`config.mk`:
```
export PLATFORM = sky130hd
export DESIGN_NAME = ps2_mouse_packet_assembler
export DESIGN_NICKNAME = d
export VERILOG_FILES = /design/src/rtl/ps2m_pkg.sv /design/src/rtl/ps2m_in_stage.sv /design/src/rtl/ps2m_decoder.sv /design/src/rtl/ps2m_out_stage.sv /design/src/rtl/ps2_mouse_packet_assembler.sv
export VERILOG_INCLUDE_DIRS = /design/src /design/src/rtl
export SDC_FILE = /design/constraint.sdc
export NUM_CORES = 1
export LEC_CHECK = 0
export BUFFER_PORTS_ARGS = -buffer_cell sky130_fd_sc_hd__buf_4
export CORE_AREA = 2 2 100 126
export CTS_CLUSTER_DIAMETER = 50
export DETAILED_ROUTE_END_ITERATION = 10
export DIE_AREA = 0 0 102 128
export PLACE_DENSITY = 0.51
export SYNTH_ARGS = -nofsm -noshare
export SYNTH_HDL_FRONTEND = slang
export SYNTH_HIERARCHICAL = 1
export SYNTH_SLANG_ARGS = --single-unit
export TNS_END_PERCENT = 50
```
`constraint.sdc`:
```
create_clock -name clock -period 6.1 [get_ports clock]
set_input_delay 0.61 -clock clock [delete_from_list [all_inputs] [get_ports clock]]
set_output_delay 0.61 -clock clock [all_outputs]
set_load 0.02 [all_outputs]
```
`src/rtl/ps2_mouse_packet_assembler_defines.svh`:
```
// assertion macros for the ps2 mouse packet assembler
`ifndef PS2_MOUSE_PACKET_ASSEMBLER_DEFINES_SVH
`define PS2_MOUSE_PACKET_ASSEMBLER_DEFINES_SVH

`ifndef SYNTH
`define PS2M_ASSERT(label, clk, rst, prop) \
   label: assert property (@(posedge clk) disable iff (rst) (prop)) \
      else $error("ps2m assertion failed");
`define PS2M_ASSERT_NEXT(label, clk, rst, cond, prop) \
   label: assert property (@(posedge clk) disable iff (rst) (cond) |=> (prop)) \
      else $error("ps2m assertion failed");
`else
`define PS2M_ASSERT(label, clk, rst, prop)
`define PS2M_ASSERT_NEXT(label, clk, rst, cond, prop)
`endif

`endif

```
`src/rtl/ps2m_pkg.sv`:
```
// shared types and constants for the ps2 mouse packet assembler
package ps2m_pkg;

   localparam logic [15:0] TIMEOUT_RESET = 16'd500;
   localparam logic [15:0] COUNT_MAX     = 16'hFFFF;

   typedef enum logic [1:0] {
      STATUS_PACKET  = 2'd0,
      STATUS_ALIGN   = 2'd1,
      STATUS_TIMEOUT = 2'd2
   } status_type;

   localparam logic CMD_BYTE = 1'b0;
   localparam logic CMD_TICK = 1'b1;

   typedef struct packed {
      status_type        status;
      logic signed [8:0] move_x;
      logic signed [8:0] move_y;
      logic              x_ovf;
      logic              y_ovf;
      logic              button_left;
      logic              button_right;
      logic              button_middle;
   } result_type;

   typedef struct packed {
      logic       valid;
      result_type result;
   } step_out_type;

endpackage

```
`src/rtl/ps2m_in_stage.sv`:
```
// input register for received bytes and timer ticks
module ps2m_in_stage import ps2m_pkg::*; (
   input  logic       clock,
   input  logic       reset,
   input  logic       req_tvalid,
   output logic       req_tready,
   input  logic [7:0] req_tdata,   // rx_byte[7:0]
   input  logic       req_tuser,   // cmd
   input  logic       take,
   output logic       in_valid,
   output logic       in_cmd,
   output logic [7:0] in_byte
);

   logic       valid_ff, valid_in;
   logic       cmd_ff, cmd_in;
   logic [7:0] byte_ff, byte_in;
   logic       load;

   assign req_tready = !valid_ff || take;
   assign load       = req_tvalid && req_tready;

   always_comb begin
      valid_in = load ? 1'b1 : (take ? 1'b0 : valid_ff);
      cmd_in   = load ? req_tuser : cmd_ff;
      byte_in  = load ? req_tdata : byte_ff;
   end

   always_ff @(posedge clock) begin
      if (reset) begin
         valid_ff <= 1'b0;
      end else begin
         valid_ff <= valid_in;
      end
      cmd_ff  <= cmd_in;
      byte_ff <= byte_in;
   end

   assign in_valid = valid_ff;
   assign in_cmd   = cmd_ff;
   assign in_byte  = byte_ff;

endmodule

```
`src/rtl/ps2m_decoder.sv`:
```
// packet state, timeout register and decode logic
module ps2m_decoder import ps2m_pkg::*; (
   input  logic         clock,
   input  logic         reset,
   input  logic         csr_valid,
   input  logic [15:0]  csr_data,
   input  logic         step,
   input  logic         in_cmd,
   input  logic [7:0]   in_byte,
   output step_out_type step_out
);

`include "ps2_mouse_packet_assembler_defines.svh"

   logic [15:0] timeout_ff, timeout_in;
   logic [1:0]  pos_ff, pos_in;
   logic [7:0]  status_byte_ff, status_byte_in;
   logic [7:0]  x_byte_ff, x_byte_in;
   logic [15:0] idle_ff, idle_in;
   logic        armed_ff, armed_in;
   logic [15:0] limit;
   logic [15:0] idle_next;

   assign timeout_in = csr_valid ? csr_data : timeout_ff;
   assign limit      = (timeout_ff == 16'd0) ? 16'd1 : timeout_ff;
   assign idle_next  = (idle_ff < COUNT_MAX) ? idle_ff + 16'd1 : idle_ff;

   always_comb begin
      pos_in         = pos_ff;
      status_byte_in = status_byte_ff;
      x_byte_in      = x_byte_ff;
      idle_in        = idle_ff;
      armed_in       = armed_ff;
      step_out       = '0;
      step_out.result.status = STATUS_PACKET;
      if (step) begin
         if (in_cmd == CMD_TICK) begin
            if (armed_ff) begin
               if (idle_next >= limit) begin
                  pos_in         = 2'd0;
                  status_byte_in = 8'd0;
                  x_byte_in      = 8'd0;
                  idle_in        = 16'd0;
                  armed_in       = 1'b0;
                  step_out.valid = 1'b1;
                  step_out.result.status = STATUS_TIMEOUT;
               end else begin
                  idle_in = idle_next;
               end
            end
         end else begin
            idle_in  = 16'd0;
            armed_in = 1'b0;
            unique case (pos_ff)
               2'd1: begin
                  x_byte_in = in_byte;
                  pos_in    = 2'd2;
                  armed_in  = 1'b1;
               end
               2'd2: begin
                  step_out.valid                = 1'b1;
                  // sign bits live in the first byte
                  step_out.result.move_x        = {status_byte_ff[4], x_byte_ff};
                  step_out.result.move_y        = {status_byte_ff[5], in_byte};
                  step_out.result.x_ovf         = status_byte_ff[6];
                  step_out.result.y_ovf         = status_byte_ff[7];
                  step_out.result.button_left   = status_byte_ff[0];
                  step_out.result.button_right  = status_byte_ff[1];
                  step_out.result.button_middle = status_byte_ff[2];
                  pos_in         = 2'd0;
                  status_byte_in = 8'd0;
                  x_byte_in      = 8'd0;
               end
               default: begin
                  if (!in_byte[3]) begin
                     pos_in         = 2'd0;
                     status_byte_in = 8'd0;
                     x_byte_in      = 8'd0;
                     step_out.valid = 1'b1;
                     step_out.result.status = STATUS_ALIGN;
                  end else begin
                     status_byte_in = in_byte;
                     x_byte_in      = 8'd0;
                     pos_in         = 2'd1;
                     armed_in       = 1'b1;
                  end
               end
            endcase
         end
      end
   end

   always_ff @(posedge clock) begin
      if (reset) begin
         timeout_ff     <= TIMEOUT_RESET;
         pos_ff         <= 2'd0;
         status_byte_ff <= 8'd0;
         x_byte_ff      <= 8'd0;
         idle_ff        <= 16'd0;
         armed_ff       <= 1'b0;
      end else begin
         timeout_ff     <= timeout_in;
         pos_ff         <= pos_in;
         status_byte_ff <= status_byte_in;
         x_byte_ff      <= x_byte_in;
         idle_ff        <= idle_in;
         armed_ff       <= armed_in;
      end
   end

   `PS2M_ASSERT(a_pos_range, clock, reset, pos_ff != 2'd3)
   `PS2M_ASSERT(a_armed_partial, clock, reset, armed_ff == (pos_ff != 2'd0))
   `PS2M_ASSERT(a_idle_unarmed, clock, reset, (idle_ff != 16'd0) |-> armed_ff)
   `PS2M_ASSERT_NEXT(a_result_clears, clock, reset, step_out.valid, pos_ff == 2'd0)

endmodule

```
`src/rtl/ps2m_out_stage.sv`:
```
// result register towards the master side
module ps2m_out_stage import ps2m_pkg::*; (
   input  logic         clock,
   input  logic         reset,
   input  logic         load,
   input  step_out_type step_out,
   output logic         out_busy,
   output logic         rsp_tvalid,
   input  logic         rsp_tready,
   output logic [23:0]  rsp_tdata,  // move_x[8:0], move_y[8:0], x_ovf, y_ovf,
                                    // button_left, button_right, button_middle, zero pad
   output logic [1:0]   rsp_tuser   // status
);

   logic       valid_ff, valid_in;
   result_type res_ff, res_in;

   always_comb begin
      if (load && step_out.valid) begin
         valid_in = 1'b1;
         res_in   = step_out.result;
      end else begin
         valid_in = rsp_tready ? 1'b0 : valid_ff;
         res_in   = res_ff;
      end
   end

   always_ff @(posedge clock) begin
      if (reset) begin
         valid_ff <= 1'b0;
      end else begin
         valid_ff <= valid_in;
      end
      res_ff <= res_in;
   end

   assign out_busy   = valid_ff && !rsp_tready;
   assign rsp_tvalid = valid_ff;
   assign rsp_tuser  = res_ff.status;
   assign rsp_tdata  = {1'b0, res_ff.button_middle, res_ff.button_right,
                        res_ff.button_left, res_ff.y_ovf, res_ff.x_ovf,
                        res_ff.move_y, res_ff.move_x};

endmodule

```
`src/rtl/ps2_mouse_packet_assembler.sv`:
```
// Assembles three-byte PS/2 mouse movement packets from a stream of received bytes and
// timer ticks. Each beat on req_ carries either a byte (tuser 0) or a tick (tuser 1); a
// beat is taken every cycle while the result register is free or being drained, and it
// passes from the input register through one level of decode into the result register,
// which drives rsp_tvalid. Only the third byte of a packet, a first byte with bit 3
// clear, or a partial packet that sees timeout_ticks ticks without a byte yields a
// result beat; the user must write the timeout on csr_ only while idle, as the block
// itself does not enforce it.
module ps2_mouse_packet_assembler import ps2m_pkg::*; (
   input  logic        clock,
   input  logic        reset,
   input  logic        csr_valid,
   output logic        csr_ready,
   input  logic [15:0] csr_data,   // timeout_ticks
   input  logic        req_tvalid,
   output logic        req_tready,
   input  logic [7:0]  req_tdata,  // rx_byte[7:0]
   input  logic        req_tuser,  // cmd
   output logic        rsp_tvalid,
   input  logic        rsp_tready,
   output logic [23:0] rsp_tdata,  // move_x[8:0], move_y[8:0], x_ovf, y_ovf,
                                   // button_left, button_right, button_middle, zero pad
   output logic [1:0]  rsp_tuser   // status
);

   logic         in_valid;
   logic         in_cmd;
   logic [7:0]   in_byte;
   logic         out_busy;
   logic         step;
   step_out_type step_out;

   assign csr_ready = 1'b1;
   assign step      = in_valid && !out_busy;

   ps2m_in_stage u_in (
      .clock      (clock),
      .reset      (reset),
      .req_tvalid (req_tvalid),
      .req_tready (req_tready),
      .req_tdata  (req_tdata),
      .req_tuser  (req_tuser),
      .take       (step),
      .in_valid   (in_valid),
      .in_cmd     (in_cmd),
      .in_byte    (in_byte)
   );

   ps2m_decoder u_dec (
      .clock     (clock),
      .reset     (reset),
      .csr_valid (csr_valid),
      .csr_data  (csr_data),
      .step      (step),
      .in_cmd    (in_cmd),
      .in_byte   (in_byte),
      .step_out  (step_out)
   );

   ps2m_out_stage u_out (
      .clock      (clock),
      .reset      (reset),
      .load       (step),
      .step_out   (step_out),
      .out_busy   (out_busy),
      .rsp_tvalid (rsp_tvalid),
      .rsp_tready (rsp_tready),
      .rsp_tdata  (rsp_tdata),
      .rsp_tuser  (rsp_tuser)
   );

endmodule
```
==> flow_summary.yaml <==
floorplanning:
  pin_count: 59
  core_area_um2: 11940
  start_util: 0.3391
  rows: 45
  die_y_um: 128
  die_x_um: 102
  die-area_um2: 13060
timing:
  fmax_ghz: 0.2610
  worst-slew-pin-transition_ps: 592.3
  finalCriticalPeriod_ps: 3832
  fin_crit_sh: 0.6282
  slew_viol_final: 0
  hold_violations: 0
  tns_ps: 0
  finalWorstSetupSlack_ps: 2268
  relSlewSlack: 0.6025
  rsz0062_at_grt: "no"
  clock_skew_ps: 9.743
  hold_slack_ps: 444.5
  setup_viol: 0
setup_path:
  cp_max_fo: 26
  crit_path_end_kind: "register"
  crit_buf_inv: 0
  startpoint_type: "register"
  cp.required_ps: 6110
  slowest_stage: "dfxtp_1"
  slowest_delay_ps: 420
  cp.arrival_ps: 3840
  crit_type: "register to register"
  path_cells: "ha_1 > nand3_2 > nor4_1 > nand2b_1 > nand2b_1 > nor2_1 > xor2_1 > ha_1 > nand2_1 > nor3_1 > nand3_1 > nand4_4 > o311a_1 > and2_4"
  path_delay_family: "simple AND/OR/NAND/NOR gates"
place:
  place_ws_ps: 2264
  dp_hpwl_um: 6265
  io_buffers: 56
  place_congestion: 0.7939
  dpl_cell_area_um2: 4609
  dp_cells: 595
cts:
  clock-sinks: 86
  cts.path.max_buffers: 2
  htreeDepth: 3
  post_cts_buffers: 0
  cts-root-buf: "clkbuf_16"
  clk_latency_ps: 340
  ctsHoldBuffers: 0
  numCtsBuffers: 9
  cts_tree: "yes"
  clk_pin_slew_ps: 60
  cts_resized: 0
logic_synthesis:
  avgSynthCellArea_um2: 10.38
  yosysTopAreaCellShare: 0.2572
  syn_area_um2: 4048
  yosysTopAreaCell: "dfxtp_1"
  ys_warn_count: 6
  ys_ff_latch: 86
  ys_async_sr_fraction: 0
  synth_area_leaders: "dfxtp_1 26%, edfxtp_1 25%, ha_1 6.2%"
  syn-num-nets: 440
  syn_inst: 390
  ys_dominant_reg_cell: "dfxtp_1"
  synth-edff-count: 34
  synth.distinct_cells: 56
  seq_area_frac_synth: 0.5094
cells_and_area:
  finalCoreUtilization: 0.4106
  diodes: 0
  final_cells: 611
  postLayoutCellArea_um2: 4901
  multi_input_area_um2: 1828
  drive_gt1_frac: 0.1902
  final-seq-area_um2: 2062
  syn2layout_area_growth_pct: 21.08
  nets: 492
  fillers: 1249
routing:
  first_pass_iters: 4
  detail-route-antenna-nets: 0
  totalWireLength_um: 8368
  drt_iter0_drc: 89
  vias: 2901
  drt-wirelength-per-cell_um: 13.70
  vias_per_cell: 4.748
  route.detailed.drc: 0
global_routing:
  first_global_vias: 2878
  grt_pass1_wl_um: 13790
  grt_max_degree: 27
  grt.total_usage: 0.1374
  grt_remaining_overflow: 0
  antenna_found_initial: 0
power_and_ir_drop:
  peakVddDrop_mv: 0.1465
  total_power_mw: 1.250
  pwr_density_cell_nw_per_um2: 255.0
  p_leak_nw: 1.960
job:
  max_cap_violations: 0
hold_path:
  hold_class: "input port to register"
status:
  outcome: "complete, no violations"
[cells in the final DEF (no fill, tap or decap), drive strengths merged, types with 3 or more instances in the layout]
cell type / instances
inv: 24
mux2i: 13
nand3: 14
xnor2: 10
nor3: 8
nand2: 35
or3: 3
ha: 20
clkbuf: 10
a32o: 7
and2: 29
nor2: 33
nand2b: 5
nor2b: 4
nand4: 6
nor4: 5
dfxtp: 52
o21ai: 13
o211ai: 6
a21oi: 16
a22o: 8
buf: 57
and3: 5
edfxtp: 34
xor2: 5
[state kept, by name, summed over array words and instances (netlist names)]
name / flops
u_dec/armed_ff: 1
u_dec/idle_ff: 16
u_dec/pos_ff: 2
u_dec/status_byte_ff: 7
u_dec/timeout_ff: 16
u_dec/x_byte_ff: 8
u_in/in_byte: 8
u_in/in_cmd: 1
u_in/in_valid: 1
u_out/rsp_tdata: 23
u_out/rsp_tuser: 2
u_out/rsp_tvalid: 1
[Yosys cell counts (3+ instances only)]
master,number
a32o_1,7
nor3_1,7
o21ai_0,6
mux2i_1,13
nand2b_1,4
a21oi_1,14
nor2_1,33
dfxtp_1,52
nor4_1,4
xnor2_1,10
nand3_1,13
or3_1,3
inv_1,23
nand2_1,35
o21ai_1,6
o211ai_1,6
ha_1,20
edfxtp_1,34
buf_2,3
nand4_1,4
clkbuf_1,9
a22o_1,8
and2_1,27
xor2_1,5
and3_1,5
[cells by family after synthesis]
family,share of synthesized area
simple gates,0.2015
flops,0.5094
compound gates,0.1162
buf+inv,0.03895
fa+ha+maj,0.06182
xor+xnor,0.03246
mux,0.03771
other cells,0.001855
[final timing paths]
check | from | endpoint | slack, ps | cells after the start
hold reg to reg | u_dec/x_byte_ff[1] | u_dec/x_byte_ff[1] | 470 | 1
setup / recovery | u_dec/idle_ff[0] | u_out/rsp_tdata[10] | 2270 | 14
setup reg to reg | u_dec/idle_ff[0] | u_out/rsp_tdata[10] | 2270 | 14
hold / removal | req_tdata[7] | u_in/in_byte[7] | 440 | 1
[report_power, final]
part	internal [mW]	switching (mW)
Combinational	0.0376	0.0460
Sequential	0.612	0.0118
Clock	0.317	0.226
Total	0.966	0.284
[layout make-up]
| type | count | share of cell area |
|---|---|---|
| clock inverters | 6 | 0.01276 |
| well taps | 164 | 0.04187 |
| inverters | 23 | 0.01762 |
| flip-flops and latches | 86 | 0.4207 |
| clock buffers | 10 | 0.04672 |
| repair buffers | 57 | 0.08731 |
| multi-input cells | 265 | 0.3730 |
[routing by layer]
layer,GRT usage,share of wire,up-vias,routed length (um)
met5,0,0,-,0
met4,0.05647,0.022,0,187
met3,0.03272,0.037,14,311
met2,0.2396,0.51,54,4240
met1,0.1597,0.43,1351,3629
li1,-,-,1482,-
(Power assumes the default switching activity.)
